## config.mk

```make
export PLATFORM = sky130hd
export DESIGN_NAME = mono_button_note_priority
export DESIGN_NICKNAME = d
export VERILOG_FILES = /design/src/rtl/core/mbnp_pkg.sv /design/src/rtl/core/mbnp_front.sv /design/src/rtl/core/mbnp_queue.sv /design/src/rtl/core/mbnp_back.sv /design/src/rtl/core/mono_button_note_priority.sv
export SDC_FILE = /design/constraint.sdc
export NUM_CORES = 1
export LEC_CHECK = 0
export BUFFER_PORTS_ARGS = -buffer_cell sky130_fd_sc_hd__clkbuf_2
export CORE_UTILIZATION = 30
export DETAILED_ROUTE_END_ITERATION = 10
export RECOVER_POWER = 25
export SLEW_MARGIN = 15
export SYNTH_ARGS = -nofsm -noshare
export SYNTH_HDL_FRONTEND = slang
export SYNTH_SLANG_ARGS = --single-unit
```

## constraint.sdc

```tcl
create_clock -name clk -period 20.6 [get_ports clk]
set_clock_uncertainty 0.2 [all_clocks]
set_input_delay 6.18 -clock clk [delete_from_list [all_inputs] [get_ports clk]]
set_output_delay 6.18 -clock clk [all_outputs]
set_load 0.01 [all_outputs]
```

## src/rtl/core/mbnp_pkg.sv

```systemverilog
// Shared types and constants for the mono button note priority block.
// No dependencies; imported by every module under rtl/core.
package mbnp_pkg;

	localparam int BTN_N   = 5;   // buttons per scan
	localparam int NOTE_W  = 7;   // note offset width
	localparam int BTN_W   = 3;   // button number width
	localparam int CODE_W  = 3;   // active code: 0 none, k+1 button k
	localparam int EVT_MAX = 6;   // most events a scan can cause
	localparam int CNT_W   = 3;   // holds 0..EVT_MAX
	localparam int REG_W   = 3;   // register index width
	localparam int Q_DEPTH = 2;   // scans held between front and back
	localparam int QPTR_W  = 1;
	localparam int QCNT_W  = 2;

	// Register indexes of the write port
	localparam logic [REG_W-1:0] REG_NOTE0 = 3'd0;
	localparam logic [REG_W-1:0] REG_NOTE4 = 3'd4;

	// Note offsets after reset, button 0 to 4
	localparam logic [NOTE_W-1:0] NOTE_RESET [BTN_N] = '{7'd0, 7'd5, 7'd7, 7'd9, 7'd10};

	typedef enum logic [1:0] {
		KIND_GATE    = 2'd0,
		KIND_SET     = 2'd1,
		KIND_RELEASE = 2'd2
	} kind_t;

	typedef struct packed {
		kind_t             kind;
		logic [BTN_W-1:0]  btn;
	} evt_t;

	// One classified scan: its event list and how many entries are used
	typedef struct packed {
		logic [CNT_W-1:0]        cnt;
		evt_t [EVT_MAX-1:0]      evt;
	} desc_t;

	typedef logic [BTN_N-1:0][NOTE_W-1:0] note_arr_t;

endpackage

```

## src/rtl/core/mbnp_front.sv

```systemverilog
// Front end: takes a pin scan, finds the edges and builds the scan's event list.
// Holds previous_pressed and the active button. Depends on mbnp_pkg.
module mbnp_front (
	input  logic                  clk,
	input  logic                  arst_n,
	input  logic                  accept,
	input  logic [4:0]            button_pins,
	output logic                  desc_vld,
	output mbnp_pkg::desc_t       desc
);
	import mbnp_pkg::*;

	logic [BTN_N-1:0]  prev_q;
	logic [CODE_W-1:0] act_q;
	logic [BTN_N-1:0]  pressed;
	logic [BTN_N-1:0]  changed;
	logic [CODE_W-1:0] act_nxt;

	assign pressed = ~button_pins;
	assign changed = pressed ^ prev_q;

	// Visit buttons 0..4 in order, appending events and tracking the active code
	always_comb begin
		logic [CNT_W-1:0] n;
		n       = '0;
		act_nxt = act_q;
		desc    = '0;
		for (int i = 0; i < BTN_N; i++) begin
			if (changed[i]) begin
				if (pressed[i]) begin
					if (act_nxt != CODE_W'(i + 1)) begin
						if (act_nxt == '0) begin
							desc.evt[n] = '{kind: KIND_GATE, btn: BTN_W'(i)};
							n = n + 1'b1;
						end
						desc.evt[n] = '{kind: KIND_SET, btn: BTN_W'(i)};
						n = n + 1'b1;
						act_nxt = CODE_W'(i + 1);
					end
				end else if (act_nxt == CODE_W'(i + 1)) begin
					desc.evt[n] = '{kind: KIND_RELEASE, btn: BTN_W'(i)};
					n = n + 1'b1;
					act_nxt = '0;
				end
			end
		end
		desc.cnt = n;
	end

	// Scans without edges produce nothing for the back end
	assign desc_vld = accept && (desc.cnt != '0);

	always_ff @(posedge clk or negedge arst_n) begin
		if (!arst_n) begin
			prev_q <= '0;
			act_q  <= '0;
		end else if (accept) begin
			prev_q <= pressed;
			act_q  <= act_nxt;
		end
	end

endmodule

```

## src/rtl/core/mbnp_queue.sv

```systemverilog
// Short queue of classified scans between the front and the back end.
// Register based, two entries. Depends on mbnp_pkg.
module mbnp_queue (
	input  logic                  clk,
	input  logic                  arst_n,
	input  logic                  wr,
	input  mbnp_pkg::desc_t       wr_desc,
	input  logic                  rd,
	output logic                  full,
	output logic                  nonempty,
	output mbnp_pkg::desc_t       head
);
	import mbnp_pkg::*;

	desc_t             ent_q [Q_DEPTH];
	logic [QPTR_W-1:0] wp_q;
	logic [QPTR_W-1:0] rp_q;
	logic [QCNT_W-1:0] cnt_q;

	assign full     = (cnt_q == QCNT_W'(Q_DEPTH));
	assign nonempty = (cnt_q != '0);
	assign head     = ent_q[rp_q];

	// Entry storage
	always_ff @(posedge clk) begin
		if (wr)
			ent_q[wp_q] <= wr_desc;
	end

	// Pointers and fill count
	always_ff @(posedge clk or negedge arst_n) begin
		if (!arst_n) begin
			wp_q  <= '0;
			rp_q  <= '0;
			cnt_q <= '0;
		end else begin
			if (wr)
				wp_q <= wp_q + 1'b1;
			if (rd)
				rp_q <= rp_q + 1'b1;
			case ({wr, rd})
				2'b10:   cnt_q <= cnt_q + 1'b1;
				2'b01:   cnt_q <= cnt_q - 1'b1;
				default: cnt_q <= cnt_q;
			endcase
		end
	end

endmodule

```

## src/rtl/core/mbnp_back.sv

```systemverilog
// Back end: walks the head scan's event list into the output register, one event
// per cycle while it is free or popped. Looks up note offsets. Depends on mbnp_pkg.
module mbnp_back (
	input  logic                  clk,
	input  logic                  arst_n,
	input  logic                  head_vld,
	input  mbnp_pkg::desc_t       head,
	input  mbnp_pkg::note_arr_t   notes,
	output logic                  head_done,
	input  logic                  pop,
	output logic                  empty,
	output logic [1:0]            event_kind,
	output logic [6:0]            note_value,
	output logic [2:0]            button_index,
	output logic                  last_event
);
	import mbnp_pkg::*;

	logic [CNT_W-1:0]  idx_q;
	logic              out_vld_q;
	kind_t             kind_q;
	logic [NOTE_W-1:0] note_q;
	logic [BTN_W-1:0]  btn_q;
	logic              last_q;
	logic              load;
	logic              is_last;
	evt_t              cur;

	// Load a new event when the output slot is free or being taken
	assign load      = head_vld && (!out_vld_q || pop);
	assign cur       = head.evt[idx_q];
	assign is_last   = (CNT_W'(idx_q + 1'b1) == head.cnt);
	assign head_done = load && is_last;

	always_ff @(posedge clk or negedge arst_n) begin
		if (!arst_n) begin
			idx_q     <= '0;
			out_vld_q <= 1'b0;
		end else begin
			if (load)
				idx_q <= is_last ? '0 : idx_q + 1'b1;
			if (load)
				out_vld_q <= 1'b1;
			else if (pop)
				out_vld_q <= 1'b0;
		end
	end

	// Output payload
	always_ff @(posedge clk) begin
		if (load) begin
			kind_q <= cur.kind;
			note_q <= (cur.kind == KIND_SET) ? notes[cur.btn] : '0;
			btn_q  <= cur.btn;
			last_q <= is_last;
		end
	end

	assign empty        = !out_vld_q;
	assign event_kind   = kind_q;
	assign note_value   = note_q;
	assign button_index = btn_q;
	assign last_event   = last_q;

endmodule

```

## src/rtl/core/mono_button_note_priority.sv

```systemverilog
// Top level of the mono button note priority block: note registers and wiring.
// Instantiates mbnp_front, mbnp_queue and mbnp_back; depends on mbnp_pkg.

// A scan is taken whenever push is high and full is low: the front end decodes all
// five buttons at once and, if the scan causes any event, stores its event list
// in a two-entry queue. The back end sends one event per cycle from the head of
// that queue while the output is free or popped; a scan that causes no event (a
// scan may cause 0 to 6) never enters the queue. The first event of a scan goes
// through the queue entry and then the output register; full rises only while the
// queue holds two scans, so the sustained rate is set by the back end at one
// event per cycle while pop is held.
module mono_button_note_priority (
	input  logic        clk,
	input  logic        arst_n,
	input  logic        push,
	output logic        full,
	input  logic [4:0]  button_pins,
	output logic        empty,
	input  logic        pop,
	output logic [1:0]  event_kind,
	output logic [6:0]  note_value,
	output logic [2:0]  button_index,
	output logic        last_event,
	input  logic        wr_en,
	input  logic [2:0]  wr_index,
	input  logic [6:0]  wr_data
);
	import mbnp_pkg::*;

	note_arr_t notes_q;
	logic      accept;
	logic      desc_vld;
	desc_t     desc;
	logic      q_nonempty;
	desc_t     q_head;
	logic      q_rd;

	// Note offset registers; indexes past the last note are ignored
	always_ff @(posedge clk or negedge arst_n) begin
		if (!arst_n) begin
			for (int i = 0; i < BTN_N; i++)
				notes_q[i] <= NOTE_RESET[i];
		end else if (wr_en && wr_index >= REG_NOTE0 && wr_index <= REG_NOTE4) begin
			for (int i = 0; i < BTN_N; i++)
				if (wr_index == REG_W'(i))
					notes_q[i] <= wr_data;
		end
	end

	assign accept = push && !full;

	mbnp_front u_front (
		.clk         (clk),
		.arst_n      (arst_n),
		.accept      (accept),
		.button_pins (button_pins),
		.desc_vld    (desc_vld),
		.desc        (desc)
	);

	mbnp_queue u_queue (
		.clk      (clk),
		.arst_n   (arst_n),
		.wr       (desc_vld),
		.wr_desc  (desc),
		.rd       (q_rd),
		.full     (full),
		.nonempty (q_nonempty),
		.head     (q_head)
	);

	mbnp_back u_back (
		.clk          (clk),
		.arst_n       (arst_n),
		.head_vld     (q_nonempty),
		.head         (q_head),
		.notes        (notes_q),
		.head_done    (q_rd),
		.pop          (pop),
		.empty        (empty),
		.event_kind   (event_kind),
		.note_value   (note_value),
		.button_index (button_index),
		.last_event   (last_event)
	);

`ifndef SYNTH
	// Every queued scan carries between one and six events
	a_desc_cnt: assert property (@(posedge clk) disable iff (!arst_n)
		desc_vld |-> (desc.cnt != '0) && (desc.cnt <= CNT_W'(EVT_MAX)))
		else $error("queued scan with bad event count");

	// Taking an event that is not a scan's last one exposes the next event at once
	a_no_gap: assert property (@(posedge clk) disable iff (!arst_n)
		(pop && !empty && !last_event) |=> !empty)
		else $error("gap inside a scan's event list");

	// A gate trigger is always followed by a set-note in the same scan
	a_gate_not_last: assert property (@(posedge clk) disable iff (!arst_n)
		(!empty && event_kind == KIND_GATE) |-> !last_event)
		else $error("gate trigger marked as last event");
`endif

endmodule

```

* Yosys cells after proc, flatten, opt, wreduce, memory -nomap -nowiden *
Memory sizes are Yosys's and may differ from the RTL's.
Cells that the tools add are included.

operators by class
  add/subtract/negate cells = 14
  order comparisons = 22
  equality and inequality tests = 19
  muxes and demuxes = 128
  bitwise logic cells = 41
  reduce and logical (&&, ||, !) cells = 33

operators by type and width
  cell                 number
  $mux 30              34
  $mux 3               59
  $demux 5 s3          9
  $and 18x18->18       7
  $not 18->18          7
  $not 24->24          4
  $or 12x12->12        7
  $mux 5               15
  $and 24x24->24       3
  $lt 3x4->1 const B   11
  $or 18x18->18        2
  $add 3x1->3 const B  10
  $ge 3x1->1 const B   10
  $mux 25              1
  $and 12x12->12       2
  $and 4x24->24        1
  $not 12->12          2
  $bmux 7 s3           1
  $logic_not 3->1      6
  $or 6x6->6           3
  $bmux 5 s3           1
  $logic_and 1x1->1    15
  $eq 3x2->1 const B   4
  $reduce_and 2->1     5
  other kinds (22)     38

storage, ports and cells
  register bits = 64
  memory bits (writable) = 66
  output and inout bits = 15
  word-level logic and storage cells = 274
  memories kept = 1

memories
  name           words  bits a word  read ports  clocked after memory_dff  wr ports  RTL line          source
  u_queue.ent_q  2      33           1           0                         1         mbnp_queue.sv:15  desc_t ent_q [Q_DEPTH];

* Logic depth before layout (Yosys ltp) *
Gate-level depths: netlist of the first run.

  depth after elaboration = 50
  depth in mapped cells = 34
  mapped depth without buffers = 33

* Modules after synthesis *
A second synthesis of the first run with hierarchy kept.

second synthesis, totals
  cell total of the unflattened synthesis = 665
  area, all modules = 7,792.5 um2

modules (own cells, without submodules)
  module                     instances  cells each  area an instance (um2)
  mbnp_queue                 1          119         2,720.1
  mbnp_front                 1          339         2,322.2
  mono_button_note_priority  1          79          1,385.1
  mbnp_back                  1          128         1,365.1

* Worst setup path after synthesis of the first run *
OpenSTA, ideal clock, no wires.

  path kind = in2reg
  start = in button_pins[0]
  end = mem u_queue.ent_q[1][0] in the netlist's numbering (enable)
  setup time = 0.423 ns
  data arrival time = 13.780 ns
  required time = 19.977 ns
  slack = 6.197 ns
  stages = 31
  path buffers = 1
  cell sequence = buf_6 or2_4 nor2_1 nor2_1 ha_1 a21boi_0 o21ai_0 inv_1 ha_1 a32o_1 a221o_1 ha_1 inv_1 a21oi_1 ha_1 nand3_1 nand3_1 ha_1 nand2b_1 o21ai_0 inv_1 ha_1 o22a_1 ha_1 mux2_2 ha_1 xnor2_1 o21ai_0 mux2i_1 a31o_2 nor2_1

between the ends
  cells in the longest elaborated chain, start to end = 43

ends and longest elaborated chain
  element                                                RTL line                                              source
  from (decl)                                            mono_button_note_priority.sv:17                       input logic [4:0] button_pins,
  $not 5->5 *                                            mbnp_front.sv:19                                      assign pressed = ~button_pins;
  $mux 3 / $xor 5x5->5 (equally long branches)           mbnp_front.sv:30, mbnp_front.sv:20
  $mux 3                                                 mbnp_front.sv:29                                      if (changed[i]) begin
  $add 3x1->3 / $logic_not 3->1 (equally long branches)  mbnp_front.sv:34, mbnp_front.sv:42, mbnp_front.sv:32
  $mux 3                                                 mbnp_front.sv:32                                      if (act_nxt == '0) begin
  $mux 3                                                 mbnp_front.sv:31                                      if (act_nxt != CODE_W'(i + 1)) begin
  $mux 3                                                 mbnp_front.sv:30                                      if (pressed[i]) begin
  $mux 3                                                 mbnp_front.sv:29
  (+27 left out)                                         --
  $add 3x1->3                                            mbnp_front.sv:37                                      n = n + 1'b1;
  $mux 3                                                 mbnp_front.sv:31
  $mux 3                                                 mbnp_front.sv:30
  $mux 3 *                                               mbnp_front.sv:29
  $reduce_bool 3->1 *                                    mbnp_front.sv:51                                      assign desc_vld = accept && (desc.cnt != '0);
  $logic_and 1x1->1 *                                    mbnp_front.sv:51
  $mux 1 *                                               mbnp_queue.sv:26                                      if (wr)
  $mux 1 (implied by the code) *                         mbnp_queue.sv:27                                      ent_q[wp_q] <= wr_desc;
  to (decl)                                              mbnp_queue.sv:15

Every way passes the cells marked *; elsewhere a longest branch is shown, timed or not. The select of a mux whose other input is x is not followed.

* Worst setup path after layout of the first run *
  start = in button_pins[0]
  end = mem u_queue.ent_q[0][7] in the netlist's numbering (enable)

The elaborated chain is that of the path after synthesis.

==> results of run 1 <==
==> final timing paths <==
kind                                                 end  slack, ns  depth (start not counted)
setup / recovery           u_queue.ent_q[0][7]$_DFFE_PP_       6.73                         32
hold / removal              u_back.out_vld_q$_DFFE_PN0P_       0.29                          2
setup reg to reg           u_queue.ent_q[0][7]$_DFFE_PP_      12.04                         31
hold reg to reg             u_back.out_vld_q$_DFFE_PN0P_       0.29                          2
max in group asynchronous   u_queue.cnt_q[0]$_DFFE_PN0P_      12.22                          2
min in group asynchronous         notes_q[5]$_DFFE_PN0P_       6.48                          2
==> cell usage after synthesis (3+ instances only) <==
| cell type | n | area, µm² |
|---|---|---|
| a21o_1 | 4 | 30.03 |
| a21oi_1 | 22 | 110.1 |
| a22oi_1 | 8 | 60.06 |
| a31oi_1 | 5 | 31.28 |
| a32o_1 | 3 | 30.03 |
| and2_1 | 3 | 18.77 |
| and3_1 | 5 | 31.28 |
| buf_2 | 5 | 25.02 |
| clkbuf_1 | 10 | 37.54 |
| dfrtp_1 | 42 | 1051 |
| dfstp_2 | 9 | 236.5 |
| edfxtp_1 | 79 | 2372 |
| ha_1 | 11 | 137.6 |
| inv_1 | 22 | 82.58 |
| mux2_2 | 38 | 427.9 |
| mux2i_1 | 11 | 110.1 |
| mux4_2 | 22 | 495.5 |
| nand2_1 | 45 | 168.9 |
| nand2b_1 | 6 | 37.54 |
| nand3_1 | 16 | 80.08 |
| nand4_1 | 4 | 25.02 |
| nor2_1 | 48 | 180.2 |
| nor2b_1 | 4 | 25.02 |
| nor3_1 | 18 | 90.09 |
| nor3b_1 | 4 | 30.03 |
| nor4_1 | 5 | 31.28 |
| o21a_1 | 5 | 37.54 |
| o21ai_0 | 28 | 140.1 |
| o21ai_1 | 7 | 35.03 |
| o221ai_1 | 3 | 26.28 |
| o22ai_1 | 5 | 31.28 |
| o2bb2ai_1 | 4 | 35.03 |
| o31ai_1 | 5 | 37.54 |
| or2_2 | 5 | 31.28 |
| or3_1 | 3 | 18.77 |
| xnor2_1 | 14 | 122.6 |
| xor2_1 | 5 | 43.79 |
==> area by class of cell <==
class	instances	share of cell area
multi-input combinational	425	0.4024
timing repair buffer	39	0.02486
sequential	130	0.4462
clock buffer	20	0.05628
inverter	22	0.01007
tap	319	0.04866
clock inverter	12	0.01159
==> routing by layer <==
| metal | global-route usage | wire length [µm] | vias up |
|---|---|---|---|
| met5 | 0 | 0 | - |
| met4 | 0.05042 | 368 | 0 |
| met3 | 0.04472 | 1171 | 33 |
| met2 | 0.2134 | 7261 | 162 |
| met1 | 0.1803 | 7070 | 2372 |
| li1 | - | - | 2347 |
==> flip-flops by register name (all words and copies together) (netlist names) <==
signal,flops
notes_q,35
u_back.button_index,3
u_back.event_kind,2
u_back.idx_q,3
u_back.last_event,1
u_back.note_value,7
u_back.out_vld_q,1
u_front.act_q,3
u_front.prev_q,5
u_queue.cnt_q,2
u_queue.ent_q,66
u_queue.rp_q,1
u_queue.wp_q,1
==> layout by cell type (no fill, tap or decap), types with 6 or more instances in the layout <==
| master | count |
|---|---|
| nor3_1 | 18 |
| nand3_1 | 16 |
| xnor2_1 | 14 |
| mux2i_1 | 11 |
| edfxtp_1 | 79 |
| a22oi_1 | 8 |
| nand2_1 | 45 |
| mux4_2 | 22 |
| dfrtp_1 | 42 |
| a21oi_1 | 22 |
| dfstp_2 | 9 |
| mux2_2 | 38 |
| nand2b_1 | 6 |
| nor2_1 | 46 |
| inv_1 | 22 |
| clkbuf_16 | 18 |
| o21ai_0 | 29 |
| clkbuf_2 | 34 |
| conb_1 | 8 |
| ha_1 | 11 |
| o21ai_1 | 6 |
==> worst max-delay path, delay by kind of cell <==
kind | cells | cell delay (ns)
buf+inv | 5 | 0.90
xor+xnor | 1 | 0.19
mux | 2 | 0.41
fa+ha+maj | 8 | 2.50
simple gates | 7 | 1.18
compound gates | 9 | 2.36
==> cells by family (layout without fill, tap and decap cells) <==
family,Yosys count,after routing,synth area share
DFF,130,130,0.5141
muxes,71,71,0.1452
other,1,8,0.0005267
and+or+nand+nor,184,184,0.1327
adders and majority gates,12,12,0.02074
buffers and inverters,43,93,0.02671
xor gates and xnor gates,21,21,0.02900
AOI/OAI and AO/OA,129,129,0.1311
==> where the power goes <==
part,switching [mW],internal [mW]
Clock,0.112,0.164
Sequential,0.0630,0.434
Combinational,0.488,0.326
==> stage by stage <==
step                      hold WS, ns  setup WS, ns
after floorplan                0.2522         6.197
after global placement         0.2798         6.563
after detailed placement       0.2784         6.381
after CTS                      0.2909         6.809
after global routing           0.3064         6.103
final                          0.2890         6.731
==> summary.md, run 1 <==
| Metric | Value |
|---|---|
| Status | finished with violations |
| Failing checks | max-capacitance violations, max-slew violations |
| Setup_tns | 0 ns |
| Ys async rst share | 0.3923 |
| Slew @ Worst Pin | about 2.6 ns |
| Number of global-route vias before repair | a little under 5,000 |
| CP Data Required Time | between 20 and 25 ns |
| Port Buf Inserts | 34 |
| Initial Utilization | 0.3042 |
| Hold-fix buffers, CTS | 0 |
| CP Max Fanout | 33 |
| First-pass GRT wire length | 25,750 µm |
| Layout cells sized above 1 | 0.2639 |
| Sink Count | 130 |
| VDD IR max | about 0.063 mV |
| Die H | 156.1 µm |
| Worst setup startpoint | button_pins[0] |
| Final core occ | 0.3505 |
| Final Hold Viols | 0 |
| Main flop type after synthesis | edfxtp_1 |
| Avg Synthesized Cell Area | ~12 µm² |
| Total CTS buffers | 17 |
| Post-route cell area | 0.008203 mm² |
| DRT iter0 DRCs | 325 |
| Total grt overflow | 0 |
| Register area | 0.003660 mm² |
| Final cell count without fillers | 967 |
| Ant. Diodes | 0 |
| Die width | 156.1 µm |
| RSZ-0062 raised after global routing | no |
| Root Buffer | clkbuf_16 |
| Multi-input logic area | ~0.0033 mm² |
| DRC viols | 0 |
| Final ANT Viol Nets | 0 |
| Largest net degree at the start of global routing | 52 |
| Pwr per Cell Area | roughly 190 mW/mm² |
| Syn-to-layout area delta | 15.22% |
| Post-CTS Setup Inserts | 0 |
| Max Buffers Root-to-Sink | 2 |
| Layout Nets | around 670 |
| Setup-failing EPs final | 0 |
| Overall power | 1.587 mW |
| Crit path DAT | 13.73 ns |
| Post-DP HPWL | about 11,000 µm |
| Tmin final | ~14 ns |
| # H-tree levels | 4 |
| #FFs+latches synth | 130 |
| Filler cell count in the final layout | 2,344 |
| Fmax | 0.07211 GHz |
| Type of the tightest min-delay check | reg -> reg |
| GRT Total Usage | 0.1382 |
| Yosys warnings | 0 |
| Fin crit share | 0.6732 |
| Clock latency at the later pin of the worst-skew pair | just over 0.4 ns |
| Final GP Congestion | 0.8937 |
| Max-slew violation count | 70 |
| Hold Startpoint | u_queue.cnt_q[1]$_DFFE_PN0P_ |
| Slew HR | -0.7487 |
| MaxCap Viol Count | 2 |
| DR pass1 iterations | 5 |
| IO Count | 35 |
| CP max-delay cell | o21ai_0 |
| Core area | around 0.023 mm² |
| Post-CTS sizing | 0 |
| Placed Instance Area | 0.007656 mm² |
| Routed vias | 4,914 |
| Crit Reg-Reg Startpoint | u_front.act_q[2]$_DFFE_PN0P_ |
| Post-synth EDFFs | 79 |
| Max stage delay on crit path | 0.46 ns |
| Drt wl/cell | 16.41 µm |
| Rows | 56 |
| Top cell by count, worst path | ha_1 |
| Detailed Route WL | approximately 16,000 µm |
| Post-Syn Area | 0.007119 mm² |
| Clock-pin slew on the worst setup and hold paths | 0.05 ns |
| P_leak | 3.070 nW |
| CP Launch Type | primary input |
| Number of vias per cell | 5.082 |
| CTS tree | done |
| Die area | 0.02435 mm² |
| Dpl cells | 935 |
| Crit path kind | in -> reg |
| Crit. End Element | register |
| Syn Inst Count | 591 |
| Sequential fraction of the synthesis area | 0.5141 |
| Distinct cells, synth | 83 |
| Number of antenna violations at the first check in global routing | 0 |
Note: power is estimated with default switching activity, not from simulation.
==> run 2: changes to the inputs <==
--- a/config.mk
+++ b/config.mk
@@ -5,6 +5,7 @@
 export SDC_FILE = /design/constraint.sdc
 export NUM_CORES = 1
 export LEC_CHECK = 0
+export ABC_AREA = 1
 export BUFFER_PORTS_ARGS = -buffer_cell sky130_fd_sc_hd__clkbuf_2
 export CORE_UTILIZATION = 30
 export DETAILED_ROUTE_END_ITERATION = 10
==> constraint.sdc (replaced) <==
create_clock -name clk -period 13.5 [get_ports clk]
set_clock_uncertainty 0.2 [all_clocks]
set_input_delay 4.05 -clock clk [delete_from_list [all_inputs] [get_ports clk]]
set_output_delay 4.05 -clock clk [all_outputs]
set_load 0.01 [all_outputs]
==> run 2 against run 1 <==
The run still ends with max-capacitance violations, max-slew violations left. Largest power group unchanged. Die area shrank 2.5%. Utilization grew 0.42 points. Clock power grew 58%. Critical path type unchanged. Sequential share of layout area grew 0.95 points. Highest routed layer unchanged.
==> summary.md, run 2 <==
| Metric | Value |
|---|---|
| Status | finished with violations |
| Failing checks | max-capacitance violations, max-slew violations |
| Syn-to-layout area delta | 15.76% |
| Fin crit share | 0.8221 |
| Slew @ Worst Pin | 2.936 ns |
| Cell taking the most area after synthesis | edfxtp_1 |
| Largest net degree at the start of global routing | between 50 and 60 |
| Pwr per Cell Area | 289.8 mW/mm² |
| Setup crit end | u_queue.ent_q[1][14]$_DFFE_PP_ |
| Layout cells sized above 1 | 0.1466 |
| #FFs+latches synth | between 100 and 150 |
| Final Hold Viols | 0 |
| Post-synth EDFFs | 79 |
| Synth Area in Compound Gates | 0.1399 |
| Fin worst setup slack | 2.402 ns |
| Die area | 0.02374 mm² |
| Main flop type after synthesis | edfxtp_1 |
| Commonest cells after routing, fill and taps aside | nand2_1 (152), nor2_1 (106), o21ai_0 (86), edfxtp_1 (79), inv_1 (76) |
| Port Buf Inserts | 34 |
| Rows | 55 |
| Number of vias per cell | just under 5 |
| Adder-cell share of the synthesized area | 0.01984 |
| Clock latency at the later pin of the worst-skew pair | 0.42 ns |
| Post-synthesis mux area share | 0.01443 |
| DP Worst Slack | 2.074 ns |
| DR pass1 iterations | 5 |
| Max reg flops | 66 |
| Top cell by count, worst path | ha_1 |
| Ys async rst share | 0.3923 |
| Post-DP HPWL | 11,490 µm |
| P_leak | 3.469 nW |
| IO Count | 35 |
| Die H | about 150 µm |
| Distinct cells, synth | 46 |
| Top cell type's share of synthesized area | 0.3419 |
| Hold-fix buffers, CTS | 0 |
| Worst r2r dst | u_queue.ent_q[1][14]$_DFFE_PP_ |
| Number of global-route vias before repair | 5,199 |
| Number of antenna violations at the first check in global routing | 0 |
| Commonest non-fill, non-tap cell in the layout | nand2_1 |
| Die width | ~150 µm |
| Crit. End Element | register |
| Crit Reg-Reg Startpoint | u_front.act_q[1]$_DFFE_PN0P_ |
| Drt wl/cell | 14.42 µm |
| Simple-gate share of the synthesized area | 0.2182 |
| Root Buffer | clkbuf_16 |
| First-pass GRT wire length | 27,010 µm |
| VDD IR max | a little over 0.09 mV |
| Worst r2r path cells | 35 |
| Total CTS buffers | 17 |
| Setup-failing EPs final | 0 |
| Post-CTS sizing | 0 |
| Setup_tns | 0 ns |
| Detailed Route WL | 16,310 µm |
| MaxCap Viol Count | 2 |
| Overall power | 2.327 mW |
| Final GP Congestion | roughly 0.93 |
| Synth top cells by count | nand2_1 (152), nor2_1 (107), o21ai_0 (85) |
| Cell Int Power | 1.283 mW |
| Max stage delay on crit path | ~0.41 ns |
| Final ANT Viol Nets | 0 |
| NetSw | approximately 1.0 mW |
| Net Sw Frac | 0.4488 |
| GRT Total Usage | 0.1451 |
| Sequential Power Share | 0.305 |
| Routed vias | 5,526 |
| Fmax | 0.09010 GHz |
| Placed Instance Area | 0.007475 mm² |
| Post-Syn Area | 0.006938 mm² |
| Slew HR | -0.9575 |
| CP max-delay cell | o21ai_0 |
| DRT iter0 DRCs | 419 |
| CTS tree | done |
| Top cells by area, synth | edfxtp_1 (34%), dfrtp_1 (15%), nand2_1 (8.2%) |
| Post-CTS Setup Inserts | 0 |
| Sequential fraction of the synthesis area | 0.5275 |
| CP Data Required Time | 13.35 ns |
| Sink Count | 130 |
| Clock power share | 0.187 |
| Syn Inst Count | between 700 and 800 |
| Largest family of logic cells by synthesized area | simple AND/OR/NAND/NOR gates |
| Combinational Power Share | 0.508 |
| Initial Utilization | 0.3064 |
| Avg Synthesized Cell Area | 8.838 µm² |
| Layout Nets | 864 |
| Flop2flop setup slack | 5.59 ns |
| Ant. Diodes | 0 |
| Max Buffers Root-to-Sink | 2 |
| DRC viols | 0 |
| Worst setup startpoint | button_pins[0] |
| Core area | ~0.023 mm² |
| Clock-pin slew on the worst setup and hold paths | 0.05 ns |
| RSZ-0062 raised after global routing | no |
| # H-tree levels | 4 |
| Type of the tightest min-delay check | reg -> reg |
| Most numerous cell in the Yosys netlist | nand2_1 |
| Filler cell count in the final layout | between 2,000 and 2,500 |
| CP Max Fanout | 33 |
| Largest Register | u_queue.ent_q |
| Yosys warnings | 0 |
| Crit path DAT | around 11 ns |
| Total grt overflow | 0 |
| Crit path kind | in -> reg |
| Tmin final | 11.10 ns |
| Max-slew violation count | 88 |
| Post-route cell area | 0.008031 mm² |
| CP Launch Type | primary input |
| Post-Synth XOR/XNOR Area | 0.01839 |
[run 2: area by class of cell]
type,instances,area (µm²),area share
clock inverters,10,71.32,0.008880
repair buffers,41,211.5,0.02633
flip-flops and latches,130,3660,0.4557
well taps,285,356.6,0.04440
multi-input cells,549,2883,0.3589
clock buffers,22,496.7,0.06185
inverters,94,352.8,0.04393
[run 2: logic make-up after synthesis]
family,after synthesis
AOI/OAI and AO/OA,162
xor gates and xnor gates,12
adders and majority gates,11
buffers and inverters,113
DFF,130
muxes,10
other,1
and+or+nand+nor,346
[run 2: per-layer routing]
layer  track usage  wire length (µm)
met5             0                 0
met4       0.04190               260
met3       0.03213               726
met2        0.2409              7756
met1        0.1890              7561
[run 2: worst min-delay path by stage]
stage	startpoint	to	slack, ns	depth (start not counted)
global route	notes_q[6]$_DFFE_PN0P_	notes_q[6]$_DFFE_PN0P_	0.30	2
global placement	u_queue.wp_q$_DFFE_PN0P_	u_queue.wp_q$_DFFE_PN0P_	0.26	2
finish	u_queue.wp_q$_DFFE_PN0P_	u_queue.wp_q$_DFFE_PN0P_	0.28	2
floorplan	u_queue.wp_q$_DFFE_PN0P_	u_queue.wp_q$_DFFE_PN0P_	0.24	2
detailed placement	u_queue.wp_q$_DFFE_PN0P_	u_queue.wp_q$_DFFE_PN0P_	0.27	2
CTS	u_queue.wp_q$_DFFE_PN0P_	u_queue.wp_q$_DFFE_PN0P_	0.28	2
[run 2: power by group through the flow]
| stage | Combinational, mW | Clock, mW | Sequential, mW |
|---|---|---|---|
| final | 1.18 | 0.435 | 0.710 |
| after global routing | 1.34 | 0.462 | 0.726 |
| after CTS | 1.18 | 0.441 | 0.711 |
| after detailed placement | 1.17 | 0 | 0.717 |
| after global placement | 1.17 | 0 | 0.714 |
| after floorplan | 0.868 | 0 | 0.716 |
[run 2: per-stage QoR]
| step | util | hold WS, ns | std cells |
|---|---|---|---|
| 2_1_floorplan | - | 0.2419 | 792 |
| 3_3_place_gp | 0.3301 | 0.2629 | 1099 |
| 3_5_place_dp | 0.3301 | 0.2671 | 1099 |
| 4_1_cts | 0.3552 | 0.2804 | 1131 |
| 5_1_grt | 0.3547 | 0.3026 | 1131 |
| 6_report | 0.3547 | 0.2755 | 1131 |
[run 2: worst max-delay path, delay by kind of cell]
family          cells  cell delay, ns
compound gates      8            2.11
fa+ha+maj           8            2.42
simple gates       11            1.15
buf+inv             9            1.16
